--- src/rtl/html_entity_unescape_stream_core_assert.svh ---
// Assertion macros used by the entity decoder back end.
`ifndef HTML_ENTITY_UNESCAPE_STREAM_CORE_ASSERT_SVH
`define HTML_ENTITY_UNESCAPE_STREAM_CORE_ASSERT_SVH

// Same-cycle implication, held off during reset.
`define HEU_ASSERT_IMPLY(label, clk, rst, cond, expr, msg) \
   label: assert property (@(posedge clk) disable iff (rst) (cond) |-> (expr)) else $error(msg);

// Next-cycle implication, held off during reset.
`define HEU_ASSERT_NEXT(label, clk, rst, cond, expr, msg) \
   label: assert property (@(posedge clk) disable iff (rst) (cond) |=> (expr)) else $error(msg);

`endif

--- src/rtl/heu_pkg.sv ---
// Types, constants and entity name table of the entity decoder.
package heu_pkg;

   typedef logic [7:0] byte_type;
   typedef logic [2:0] count_type;
   typedef logic [3:0][7:0] name_type;

   localparam byte_type AmpChar  = 8'h26;
   localparam byte_type SemiChar = 8'h3B;
   localparam byte_type QuotChar = 8'h22;
   localparam byte_type LtChar   = 8'h3C;
   localparam byte_type GtChar   = 8'h3E;
   localparam count_type NameMax = 3'd4;
   localparam int QueueDepth = 8;

   typedef enum logic [2:0] {
      MODE_PASS = 3'b001,
      MODE_HOLD = 3'b010,
      MODE_SKIP = 3'b100
   } mode_type;

   // One unit of work for the back end: an optional flush of the ampersand
   // and held name bytes, then an optional single tail byte.
   typedef struct packed {
      logic      flush;
      count_type count;
      name_type  held;
      logic      tail_valid;
      byte_type  tail;
      logic      text_end;
   } cmd_type;

   // Entity names, first character at index 0.
   function automatic name_type entity_text(input logic [1:0] k);
      name_type t;
      t = '0;
      case (k)
         2'd0: begin
            t[0] = 8'h61; t[1] = 8'h6D; t[2] = 8'h70;
         end
         2'd1: begin
            t[0] = 8'h71; t[1] = 8'h75; t[2] = 8'h6F; t[3] = 8'h74;
         end
         2'd2: begin
            t[0] = 8'h6C; t[1] = 8'h74;
         end
         default: begin
            t[0] = 8'h67; t[1] = 8'h74;
         end
      endcase
      return t;
   endfunction

   function automatic count_type entity_len(input logic [1:0] k);
      count_type n;
      case (k)
         2'd0:    n = 3'd3;
         2'd1:    n = 3'd4;
         default: n = 3'd2;
      endcase
      return n;
   endfunction

   function automatic byte_type entity_repl(input logic [1:0] k);
      byte_type r;
      case (k)
         2'd0:    r = AmpChar;
         2'd1:    r = QuotChar;
         2'd2:    r = LtChar;
         default: r = GtChar;
      endcase
      return r;
   endfunction

   // True if the held bytes followed by b form a prefix of some name.
   function automatic logic could_match(input count_type cnt, input name_type held,
                                        input byte_type b);
      logic any;
      logic ok;
      name_type t;
      any = 1'b0;
      for (int k = 0; k < 4; k++) begin
         t  = entity_text(k[1:0]);
         ok = (cnt < entity_len(k[1:0])) && (t[cnt[1:0]] == b);
         for (int i = 0; i < 4; i++) begin
            if (count_type'(i) < cnt && t[i] != held[i]) begin
               ok = 1'b0;
            end
         end
         any = any | ok;
      end
      return any;
   endfunction

   // Exact match of the held bytes; bit 8 flags a hit, bits 7:0 the character.
   function automatic logic [8:0] exact_match(input count_type cnt, input name_type held);
      logic [8:0] res;
      logic ok;
      name_type t;
      res = '0;
      for (int k = 3; k >= 0; k--) begin
         t  = entity_text(k[1:0]);
         ok = (entity_len(k[1:0]) == cnt);
         for (int i = 0; i < 4; i++) begin
            if (count_type'(i) < cnt && t[i] != held[i]) begin
               ok = 1'b0;
            end
         end
         if (ok) begin
            res = {1'b1, entity_repl(k[1:0])};
         end
      end
      return res;
   endfunction

endpackage

--- src/rtl/heu_req_if.sv ---
// Input text channel: one byte and its final-byte flag per transfer.
interface heu_req_if;
   logic       valid;
   logic       ready;
   logic [7:0] data_byte;
   logic       end_of_text;

   modport source (output valid, output data_byte, output end_of_text, input ready);
   modport sink (input valid, input data_byte, input end_of_text, output ready);
endinterface

--- src/rtl/heu_rsp_if.sv ---
// Output text channel: one decoded byte and its markers per transfer.
interface heu_rsp_if;
   logic       valid;
   logic       ready;
   logic [7:0] out_byte;
   logic       run_last;
   logic       text_done;

   modport source (output valid, output out_byte, output run_last, output text_done,
                   input ready);
   modport sink (input valid, input out_byte, input run_last, input text_done,
                 output ready);
endinterface

--- src/rtl/html_entity_unescape_stream_core.sv ---
// Top level of the streaming HTML entity decoder.
//
//   Channel    Direction  Transfer content
//   req_port   in         data_byte, end_of_text
//   rsp_port   out        out_byte, run_last, text_done
//
// Flow: the front end takes one byte in every cycle while the command queue
// has room; each byte turns into at most one command. The back end sends one
// output byte per cycle while rsp_port is ready; a command expands to one to
// six output bytes, six for a flush of the ampersand, four held bytes and the
// current byte. A command written at an input transfer passes through a queue
// entry, the queue's head register and the back end's command register before
// its first output byte can transfer.
// Reset is synchronous and active high; it returns scanning to pass-through
// and empties the queue. A stall on rsp_port holds the back end only; the front
// end keeps taking bytes until the QUEUE_DEPTH queue entries and the queue's
// head register all hold commands.
module html_entity_unescape_stream_core #(
   parameter int QUEUE_DEPTH = heu_pkg::QueueDepth
) (
   input  logic       clock,
   input  logic       reset,
   heu_req_if.sink    req_port,
   heu_rsp_if.source  rsp_port
);

   // Commands leave the front end in input order and the back end expands them
   // in the same order, so output ordering follows input ordering exactly.
   logic             push_valid;
   logic             push_ready;
   heu_pkg::cmd_type push_cmd;
   logic             pop_valid;
   logic             pop_ready;
   heu_pkg::cmd_type pop_cmd;

   // Scanner state lives in the front end: pass-through, holding a name, or
   // skipping to the semicolon after a name that cannot match.
   heu_front u_front (
      .clock      (clock),
      .reset      (reset),
      .req        (req_port),
      .push_valid (push_valid),
      .push_ready (push_ready),
      .push_cmd   (push_cmd)
   );

   // The queue decouples the two sides so that a long flush on the output
   // does not stop input transfers.
   heu_queue #(
      .DEPTH (QUEUE_DEPTH)
   ) u_queue (
      .clock      (clock),
      .reset      (reset),
      .push_valid (push_valid),
      .push_ready (push_ready),
      .push_cmd   (push_cmd),
      .pop_valid  (pop_valid),
      .pop_ready  (pop_ready),
      .pop_cmd    (pop_cmd)
   );

   // The back end drives the output channel straight from its registers.
   heu_back u_back (
      .clock     (clock),
      .reset     (reset),
      .pop_valid (pop_valid),
      .pop_ready (pop_ready),
      .pop_cmd   (pop_cmd),
      .rsp       (rsp_port)
   );

endmodule

--- src/rtl/heu_front.sv ---
// Front end: accepts text bytes, tracks entity scanning and issues commands.
module heu_front (
   input  logic             clock,
   input  logic             reset,
   heu_req_if.sink          req,
   output logic             push_valid,
   input  logic             push_ready,
   output heu_pkg::cmd_type push_cmd
);

   heu_pkg::mode_type  mode_ff, mode_in;
   heu_pkg::count_type count_ff, count_in;
   heu_pkg::name_type  held_ff, held_in;

   logic               accept;
   logic [8:0]         hit;
   heu_pkg::cmd_type   cmd;

   assign req.ready = push_ready;
   assign accept    = req.valid && push_ready;
   assign hit       = heu_pkg::exact_match(count_ff, held_ff);

   always_comb begin
      mode_in        = mode_ff;
      count_in       = count_ff;
      held_in        = held_ff;
      cmd.flush      = 1'b0;
      cmd.count      = count_ff;
      cmd.held       = held_ff;
      cmd.tail_valid = 1'b0;
      cmd.tail       = req.data_byte;
      cmd.text_end   = req.end_of_text;

      case (mode_ff)
         heu_pkg::MODE_HOLD: begin
            if (req.data_byte == heu_pkg::SemiChar) begin
               cmd.tail_valid = 1'b1;
               if (hit[8]) begin
                  cmd.tail = hit[7:0];
               end else begin
                  cmd.flush = 1'b1;
               end
               count_in = '0;
               mode_in  = heu_pkg::MODE_PASS;
            end else if (count_ff < heu_pkg::NameMax &&
                         heu_pkg::could_match(count_ff, held_ff, req.data_byte)) begin
               held_in[count_ff[1:0]] = req.data_byte;
               count_in = count_ff + 3'd1;
            end else begin
               cmd.flush      = 1'b1;
               cmd.tail_valid = 1'b1;
               count_in       = '0;
               mode_in        = heu_pkg::MODE_SKIP;
            end
         end
         heu_pkg::MODE_SKIP: begin
            cmd.tail_valid = 1'b1;
            if (req.data_byte == heu_pkg::SemiChar) begin
               mode_in = heu_pkg::MODE_PASS;
            end
         end
         default: begin
            if (req.data_byte == heu_pkg::AmpChar) begin
               mode_in  = heu_pkg::MODE_HOLD;
               count_in = '0;
            end else begin
               cmd.tail_valid = 1'b1;
               mode_in        = heu_pkg::MODE_PASS;
            end
         end
      endcase

      // A final byte flushes a name that is still open.
      if (req.end_of_text) begin
         if (mode_in == heu_pkg::MODE_HOLD) begin
            cmd.flush = 1'b1;
            cmd.count = count_in;
            cmd.held  = held_in;
         end
         mode_in  = heu_pkg::MODE_PASS;
         count_in = '0;
      end
   end

   assign push_valid = accept && (cmd.flush || cmd.tail_valid);
   assign push_cmd   = cmd;

   always_ff @(posedge clock) begin
      if (reset) begin
         mode_ff  <= heu_pkg::MODE_PASS;
         count_ff <= '0;
      end else if (accept) begin
         mode_ff  <= mode_in;
         count_ff <= count_in;
      end
   end

   always_ff @(posedge clock) begin
      if (accept) begin
         held_ff <= held_in;
      end
   end

endmodule

--- src/rtl/heu_queue.sv ---
// Command queue between the front end and the back end.
module heu_queue #(
   parameter int DEPTH = heu_pkg::QueueDepth
) (
   input  logic             clock,
   input  logic             reset,
   input  logic             push_valid,
   output logic             push_ready,
   input  heu_pkg::cmd_type push_cmd,
   output logic             pop_valid,
   input  logic             pop_ready,
   output heu_pkg::cmd_type pop_cmd
);

   localparam int PtrW = $clog2(DEPTH);
   localparam int CntW = $clog2(DEPTH + 1);

   heu_pkg::cmd_type entries_ff [DEPTH];
   heu_pkg::cmd_type head_ff;
   logic             head_valid_ff, head_valid_in;
   logic [PtrW-1:0]  wr_ptr_ff, wr_ptr_in;
   logic [PtrW-1:0]  rd_ptr_ff, rd_ptr_in;
   logic [CntW-1:0]  fill_ff, fill_in;
   logic             do_push, do_pop, do_load;

   // The head register feeds the back end. It refills from the array whenever the
   // array holds a command and the head is empty or its command is being taken in this cycle.
   assign push_ready = (fill_ff != CntW'(DEPTH));
   assign pop_valid  = head_valid_ff;
   assign pop_cmd    = head_ff;
   assign do_push    = push_valid && push_ready;
   assign do_pop     = head_valid_ff && pop_ready;
   assign do_load    = (fill_ff != '0) && (!head_valid_ff || pop_ready);

   always_comb begin
      wr_ptr_in     = wr_ptr_ff;
      rd_ptr_in     = rd_ptr_ff;
      fill_in       = fill_ff;
      head_valid_in = head_valid_ff;
      if (do_push) begin
         wr_ptr_in = (wr_ptr_ff == PtrW'(DEPTH - 1)) ? '0 : wr_ptr_ff + 1'b1;
      end
      if (do_load) begin
         rd_ptr_in = (rd_ptr_ff == PtrW'(DEPTH - 1)) ? '0 : rd_ptr_ff + 1'b1;
      end
      if (do_push && !do_load) begin
         fill_in = fill_ff + 1'b1;
      end else if (do_load && !do_push) begin
         fill_in = fill_ff - 1'b1;
      end
      if (do_load) begin
         head_valid_in = 1'b1;
      end else if (do_pop) begin
         head_valid_in = 1'b0;
      end
   end

   always_ff @(posedge clock) begin
      if (reset) begin
         wr_ptr_ff     <= '0;
         rd_ptr_ff     <= '0;
         fill_ff       <= '0;
         head_valid_ff <= 1'b0;
      end else begin
         wr_ptr_ff     <= wr_ptr_in;
         rd_ptr_ff     <= rd_ptr_in;
         fill_ff       <= fill_in;
         head_valid_ff <= head_valid_in;
      end
   end

   always_ff @(posedge clock) begin
      if (do_push) begin
         entries_ff[wr_ptr_ff] <= push_cmd;
      end
      if (do_load) begin
         head_ff <= entries_ff[rd_ptr_ff];
      end
   end

endmodule

--- src/rtl/heu_back.sv ---
// Back end: expands each command into output bytes, one per cycle while the output channel is ready.
`include "html_entity_unescape_stream_core_assert.svh"

module heu_back (
   input  logic             clock,
   input  logic             reset,
   input  logic             pop_valid,
   output logic             pop_ready,
   input  heu_pkg::cmd_type pop_cmd,
   heu_rsp_if.source        rsp
);

   heu_pkg::cmd_type   cmd_ff;
   logic               cur_valid_ff, cur_valid_in;
   heu_pkg::count_type pos_ff, pos_in;

   heu_pkg::count_type n_items;
   heu_pkg::count_type held_idx;
   logic               is_last;
   logic               fire;
   logic               pop;

   // Items of a command: ampersand and held bytes when flushing, then the tail.
   assign n_items  = (cmd_ff.flush ? cmd_ff.count + 3'd1 : 3'd0) +
                     {2'b00, cmd_ff.tail_valid};
   assign held_idx = pos_ff - 3'd1;
   assign is_last  = (pos_ff == n_items - 3'd1);
   assign fire     = rsp.valid && rsp.ready;

   always_comb begin
      if (cmd_ff.flush && pos_ff == 3'd0) begin
         rsp.out_byte = heu_pkg::AmpChar;
      end else if (cmd_ff.flush && pos_ff <= cmd_ff.count) begin
         rsp.out_byte = cmd_ff.held[held_idx[1:0]];
      end else begin
         rsp.out_byte = cmd_ff.tail;
      end
   end

   assign rsp.valid     = cur_valid_ff;
   assign rsp.run_last  = is_last;
   assign rsp.text_done = is_last && cmd_ff.text_end;

   assign pop_ready = !cur_valid_ff || (fire && is_last);
   assign pop       = pop_valid && pop_ready;

   always_comb begin
      cur_valid_in = cur_valid_ff;
      pos_in       = pos_ff;
      if (pop) begin
         cur_valid_in = 1'b1;
         pos_in       = '0;
      end else if (fire && is_last) begin
         cur_valid_in = 1'b0;
      end else if (fire) begin
         pos_in = pos_ff + 3'd1;
      end
   end

   always_ff @(posedge clock) begin
      if (reset) begin
         cur_valid_ff <= 1'b0;
         pos_ff       <= '0;
      end else begin
         cur_valid_ff <= cur_valid_in;
         pos_ff       <= pos_in;
      end
   end

   always_ff @(posedge clock) begin
      if (pop) begin
         cmd_ff <= pop_cmd;
      end
   end

   `HEU_ASSERT_IMPLY(a_pos_in_range, clock, reset, cur_valid_ff, pos_ff < n_items, "item position beyond command length")
   `HEU_ASSERT_IMPLY(a_pop_not_empty, clock, reset, pop, pop_cmd.flush || pop_cmd.tail_valid, "empty command taken from queue")
   `HEU_ASSERT_NEXT(a_pos_advance, clock, reset, fire && !is_last, cur_valid_ff && pos_ff == $past(pos_ff) + 3'd1, "command did not advance by one item")
   `HEU_ASSERT_IMPLY(a_done_is_last, clock, reset, cur_valid_ff && rsp.text_done, rsp.run_last, "end of text not on last item of a command")

endmodule
--- src/flat_wrapper.sv ---
// flat-port wrapper written by rule: the top's interface ports become plain ports
module html_entity_unescape_stream_core_flat 
#(
   parameter int QUEUE_DEPTH = heu_pkg::QueueDepth
)
  (clock, reset, req_port_valid, req_port_data_byte, req_port_end_of_text, req_port_ready, rsp_port_valid, rsp_port_out_byte, rsp_port_run_last, rsp_port_text_done, rsp_port_ready);
  heu_req_if req_port_i ();
  heu_rsp_if rsp_port_i ();
  input  logic clock;
  input  logic reset;
  input wire logic [$bits(req_port_i.valid)-1:0] req_port_valid;
  input wire logic [$bits(req_port_i.data_byte)-1:0] req_port_data_byte;
  input wire logic [$bits(req_port_i.end_of_text)-1:0] req_port_end_of_text;
  output wire logic [$bits(req_port_i.ready)-1:0] req_port_ready;
  output wire logic [$bits(rsp_port_i.valid)-1:0] rsp_port_valid;
  output wire logic [$bits(rsp_port_i.out_byte)-1:0] rsp_port_out_byte;
  output wire logic [$bits(rsp_port_i.run_last)-1:0] rsp_port_run_last;
  output wire logic [$bits(rsp_port_i.text_done)-1:0] rsp_port_text_done;
  input wire logic [$bits(rsp_port_i.ready)-1:0] rsp_port_ready;
  assign req_port_i.valid = req_port_valid;
  assign req_port_i.data_byte = req_port_data_byte;
  assign req_port_i.end_of_text = req_port_end_of_text;
  assign req_port_ready = req_port_i.ready;
  assign rsp_port_valid = rsp_port_i.valid;
  assign rsp_port_out_byte = rsp_port_i.out_byte;
  assign rsp_port_run_last = rsp_port_i.run_last;
  assign rsp_port_text_done = rsp_port_i.text_done;
  assign rsp_port_i.ready = rsp_port_ready;
  html_entity_unescape_stream_core #(.QUEUE_DEPTH(QUEUE_DEPTH)) u_core (.clock(clock), .reset(reset), .req_port(req_port_i), .rsp_port(rsp_port_i));
endmodule
--- config.mk ---
export PLATFORM = sky130hd
export DESIGN_NAME = html_entity_unescape_stream_core_flat
export DESIGN_NICKNAME = d
export VERILOG_FILES = /design/src/rtl/heu_pkg.sv /design/src/rtl/heu_req_if.sv /design/src/rtl/heu_rsp_if.sv /design/src/rtl/html_entity_unescape_stream_core.sv /design/src/rtl/heu_front.sv /design/src/rtl/heu_queue.sv /design/src/rtl/heu_back.sv /design/src/flat_wrapper.sv
export VERILOG_INCLUDE_DIRS = /design/src /design/src/rtl
export SDC_FILE = /design/constraint.sdc
export NUM_CORES = 1
export LEC_CHECK = 0
export CORE_UTILIZATION = 35
export DETAILED_ROUTE_END_ITERATION = 12
export DONT_BUFFER_PORTS = 1
export GPL_ROUTABILITY_DRIVEN = 0
export GPL_TIMING_DRIVEN = 0
export PLACE_DENSITY = 0.5
export SETUP_SLACK_MARGIN = 0.15
export SYNTH_ARGS = -nofsm -noshare
export SYNTH_HDL_FRONTEND = slang
export SYNTH_HIERARCHICAL = 1
export SYNTH_SLANG_ARGS = --single-unit
--- constraint.sdc ---
create_clock -name clock -period 11.44 [get_ports clock]
set_input_delay 0.572 -clock clock [delete_from_list [all_inputs] [get_ports clock]]
set_output_delay 0.572 -clock clock [all_outputs]
set_load 0.01 [all_outputs]
==> impl_metrics.toml <==
[run_status]
status = "finished, violations left"
failed_checks = "DRC"

[global_route]
grt_pass1_wl_um = 72100
grt_pass1_vias = 10800
groute.usage.overall = 0.164
grt_max_degree = 26
antenna_found_initial = 4
overflow = 0

[worst_setup_path]
crit-reg2reg-capture = "u_core/u_queue/fill_ff[3]"
sort_of_element_at_the_end_of_the_critical_path = "register"
worst-endpoint-required_ns = 11.92
most_common_cell_type_on_the_critical_path = "ha_1"
critical_path.max_stage_delay_ns = 0.50
timing.reg2reg.worst_path_depth = 19
critPathTopFamily = "compound AO/OA/AOI/OAI gates"
worst-path-max-fanout = 10
cp_slowest_cell = "a311oi_4"
regToRegSetupSlack_ns = 6.59
worst_setup_path_start_kind = "register"
reg2reg_from = "u_core/u_front/count_ff[1]"
worstPathCellList = "buf_2 -> inv_1 -> ha_1 -> nor3_1 -> o211ai_1 -> a211oi_2 -> nand3_2 -> a311oi_4 -> nor2_1 -> o21a_1 -> nand2_1 -> inv_2 -> ha_1 -> inv_1 -> ha_1 -> a21oi_1 -> a211oi_1 -> a31oi_1 -> mux2_2"
worst-setup-path-type = "register to register"
cp_num_buf_inv = 4
timing.critical_path.arrival_ns = 5.34

[synth]
synthesis.instances = 1087
synth_ff_type = "edfxtp_1"
synth_top_area_frac = 0.700
synth-seq-area-share = 0.720
synth.yosys.warnings = 6
synth_largest_area_cell = "edfxtp_1"
synth.top_cells.by_area = "edfxtp_1, mux4_2, mux2_2"
yosysUniqueCellTypes = 72
synth_enable_flop_cells = 492
syn_avg_cell_area_um2 = 19.4
synth.net_count = 1122
postSynth.asyncResetShare = 0
mappedNetlistArea_mm2 = 0.0211
ys_seq_elements = 513

[finish]
utilization = 0.414
layout_common_cells = "edfxtp_1, mux4_2, mux2_2"
layout_commonest_cell = "edfxtp_1"
final_design_area_no_fill_mm2 = 0.0246
areaGrowthSynthToFinish_pct = 16.5
design.final.nets = 1224
nFillCells = 5250
ratio_of_cells_with_drive_above_1_in_the_final_layout = 0.310

[timing]
clock.fmax_ghz = 0.206
worst_slew_slack_as_a_fraction_of_its_limit = 0.274
timing.clock.skew_ns = 0.0145
layout_worst_path_cycle_share = 0.424
finalSetupViolCount = 0
fin_max_slew_vios = 0
final_hold_viol_count = 0
final.hold.worst_slack_ns = 0.0407
post_route_setup_tns_ns = 0
max_slew.worst_pin.slew_ns = 1.08
final_period_minus_worst_setup_slack_ns = 4.85
rsz0062_at_grt = "false"

[pwr]
pwr_density_cell_mw_per_mm2 = 217
vdd_drop_max_mv = 0.0922
total_leakage_power_nw = 7.27
share_seq_of_total_power = 0.457
power.share.clock = 0.340
finalPower_mw = 5.33
switchingPower_mw = 1.41
share_comb_of_total_power = 0.203
intPower_mw = 3.92
swShare = 0.265

[worst_hold_path]
worstHoldPathType = "input port to register"
hold_depth = 1
hold_path.startpoint = "reset"
worst_hold_path.endpoint = "u_core/u_back/pos_ff[1]"

[floorplan]
io_pins = 25
die_area_mm2 = 0.0613
floorplan.initialDensity = 0.356
row_count = 89
die_width_um = 248
chipHeight_um = 248
design.core.area_mm2 = 0.0594

[cts]
clockRootBuffer = "clkbuf_16"
clk_latency_ns = 0.60
h_tree_levels = 2
clkTransAtPathRegs_ns = 0.06
clock_path_buffers = 3
cts_repair_resize_count = 0
post-cts-setup-buffers = 0
cts_made_buffers = 55
cts_tree = "yes"
tritoncts_num_sinks = 513
post_cts_hold_buffer_count = 1

[placement]
detailedPlacementHpwl_um = 33700
io_buffers = 0
post_dp_cell_area_mm2 = 0.0227

[drt]
ant_nets = 0
vias = 10400
route.detailed.wl_per_inst_um = 24.4
postRouteWirelength_um = 49000
drc = 5
detail_route.iter0.violations = 647
detailedRoute.firstPassIterationCount = 9
vias_per_cell = 5.15

[job]
maxCapViolCount = 0
==> routing by layer <==
| metal | routed length (um) | part of all wire | GRT usage |
|---|---|---|---|
| met4 | 796 | 0.016 | 0.0364 |
| met2 | 23100 | 0.47 | 0.264 |
| met1 | 22700 | 0.46 | 0.230 |
| met3 | 2330 | 0.048 | 0.0317 |
| met5 | 0 | 0 | 0 |
==> state kept, by name (all words and copies together), names as in the netlist <==
| name | cells |
|---|---|
| u_core/u_queue/rd_ptr_ff | 3 |
| u_core/u_back/rsp.valid | 1 |
| u_core/u_queue/wr_ptr_ff | 3 |
| u_core/u_queue/pop_valid | 1 |
| u_core/u_queue/pop_cmd | 46 |
| u_core/u_back/pos_ff | 3 |
| u_core/u_back/cmd_ff | 46 |
| u_core/u_front/count_ff | 3 |
| u_core/u_front/mode_ff | 3 |
| u_core/u_front/held_ff | 32 |
| u_core/u_queue/fill_ff | 4 |
| u_core/u_queue/entries_ff | 368 |
==> cell usage after synthesis, types with 3 or more instances <==
cell type	instances
buf_6	12
nor3b_1	3
nor2b_1	8
a31oi_1	4
and2_1	7
nand2b_1	5
o21ai_0	10
edfxtp_1	492
clkbuf_1	24
nor3_1	9
and4_1	3
a21oi_1	22
xor2_1	6
and3_1	3
and3b_1	7
dfxtp_1	21
mux2i_1	12
nand4_1	4
xnor2_1	8
nor2_1	40
buf_2	8
ha_1	21
nand2_1	44
or3_1	3
mux2_2	89
mux4_2	100
a21o_1	4
nor4_1	7
buf_1	6
nand3_1	12
a211oi_1	4
inv_1	19
mux2_4	14
==> worst max-delay path by stage <==
| stage | depth (start not counted) | startpoint | end |
|---|---|---|---|
| finish | 19 | u_core/u_front/count_ff[1] | u_core/u_queue/fill_ff[3] |
| global route | 19 | u_core/u_front/count_ff[1] | u_core/u_queue/fill_ff[3] |
| CTS | 15 | u_core/u_front/count_ff[1] | u_core/u_queue/entries_ff[0][21] |
| detailed placement | 15 | u_core/u_front/count_ff[1] | u_core/u_queue/entries_ff[0][18] |
| global placement | 12 | u_core/u_front/count_ff[1] | u_core/u_queue/entries_ff[0][18] |
| floorplan | 12 | u_core/u_front/count_ff[1] | u_core/u_queue/entries_ff[0][0] |
==> kinds of logic after synthesis <==
group                    count (synthesis)  share of synthesized area
AND/OR/NAND/NOR                        176                     0.0476
AO/OA/AOI/OAI                           73                     0.0250
XOR/XNOR                                14                    0.00581
flip-flops                             513                      0.720
adder cells (fa/ha/maj)                 22                     0.0134
buffers and inverters                   74                     0.0187
multiplexers                           215                      0.170
==> final cells by class <==
cell class / count / area [um2] / share of cell area
antenna: 4 / 10.0 / 0.000407
timing repair buffer: 45 / 581 / 0.0236
buffer: 53 / 317 / 0.0129
tap: 773 / 967 / 0.0393
sequential: 513 / 15200 / 0.618
multi-input combinational: 500 / 5600 / 0.228
clock inverter: 32 / 353 / 0.0143
clock buffer: 70 / 1500 / 0.0608
inverter: 21 / 78.8 / 0.00321
==> per-stage QoR <==
step           cells  setup WS (ns)
6_report        2011           6.59
5_1_grt         2011           6.21
4_1_cts         2006           5.76
3_5_place_dp    1903           5.82
3_3_place_gp    1860          -2.65
2_1_floorplan   1087           4.13
==> power by group through the flow <==
| stage | clock network [mW] | logic [mW] | registers, mW |
|---|---|---|---|
| detailed placement | 0 | 1.11 | 2.48 |
| finish | 1.81 | 1.08 | 2.44 |
| global route | 1.93 | 1.18 | 2.45 |
| global placement | 0 | 1.03 | 2.53 |
| floorplan | 0 | 0.753 | 2.46 |
| CTS | 1.86 | 1.11 | 2.44 |
No activity file was read; power rests on OpenSTA's default activity.
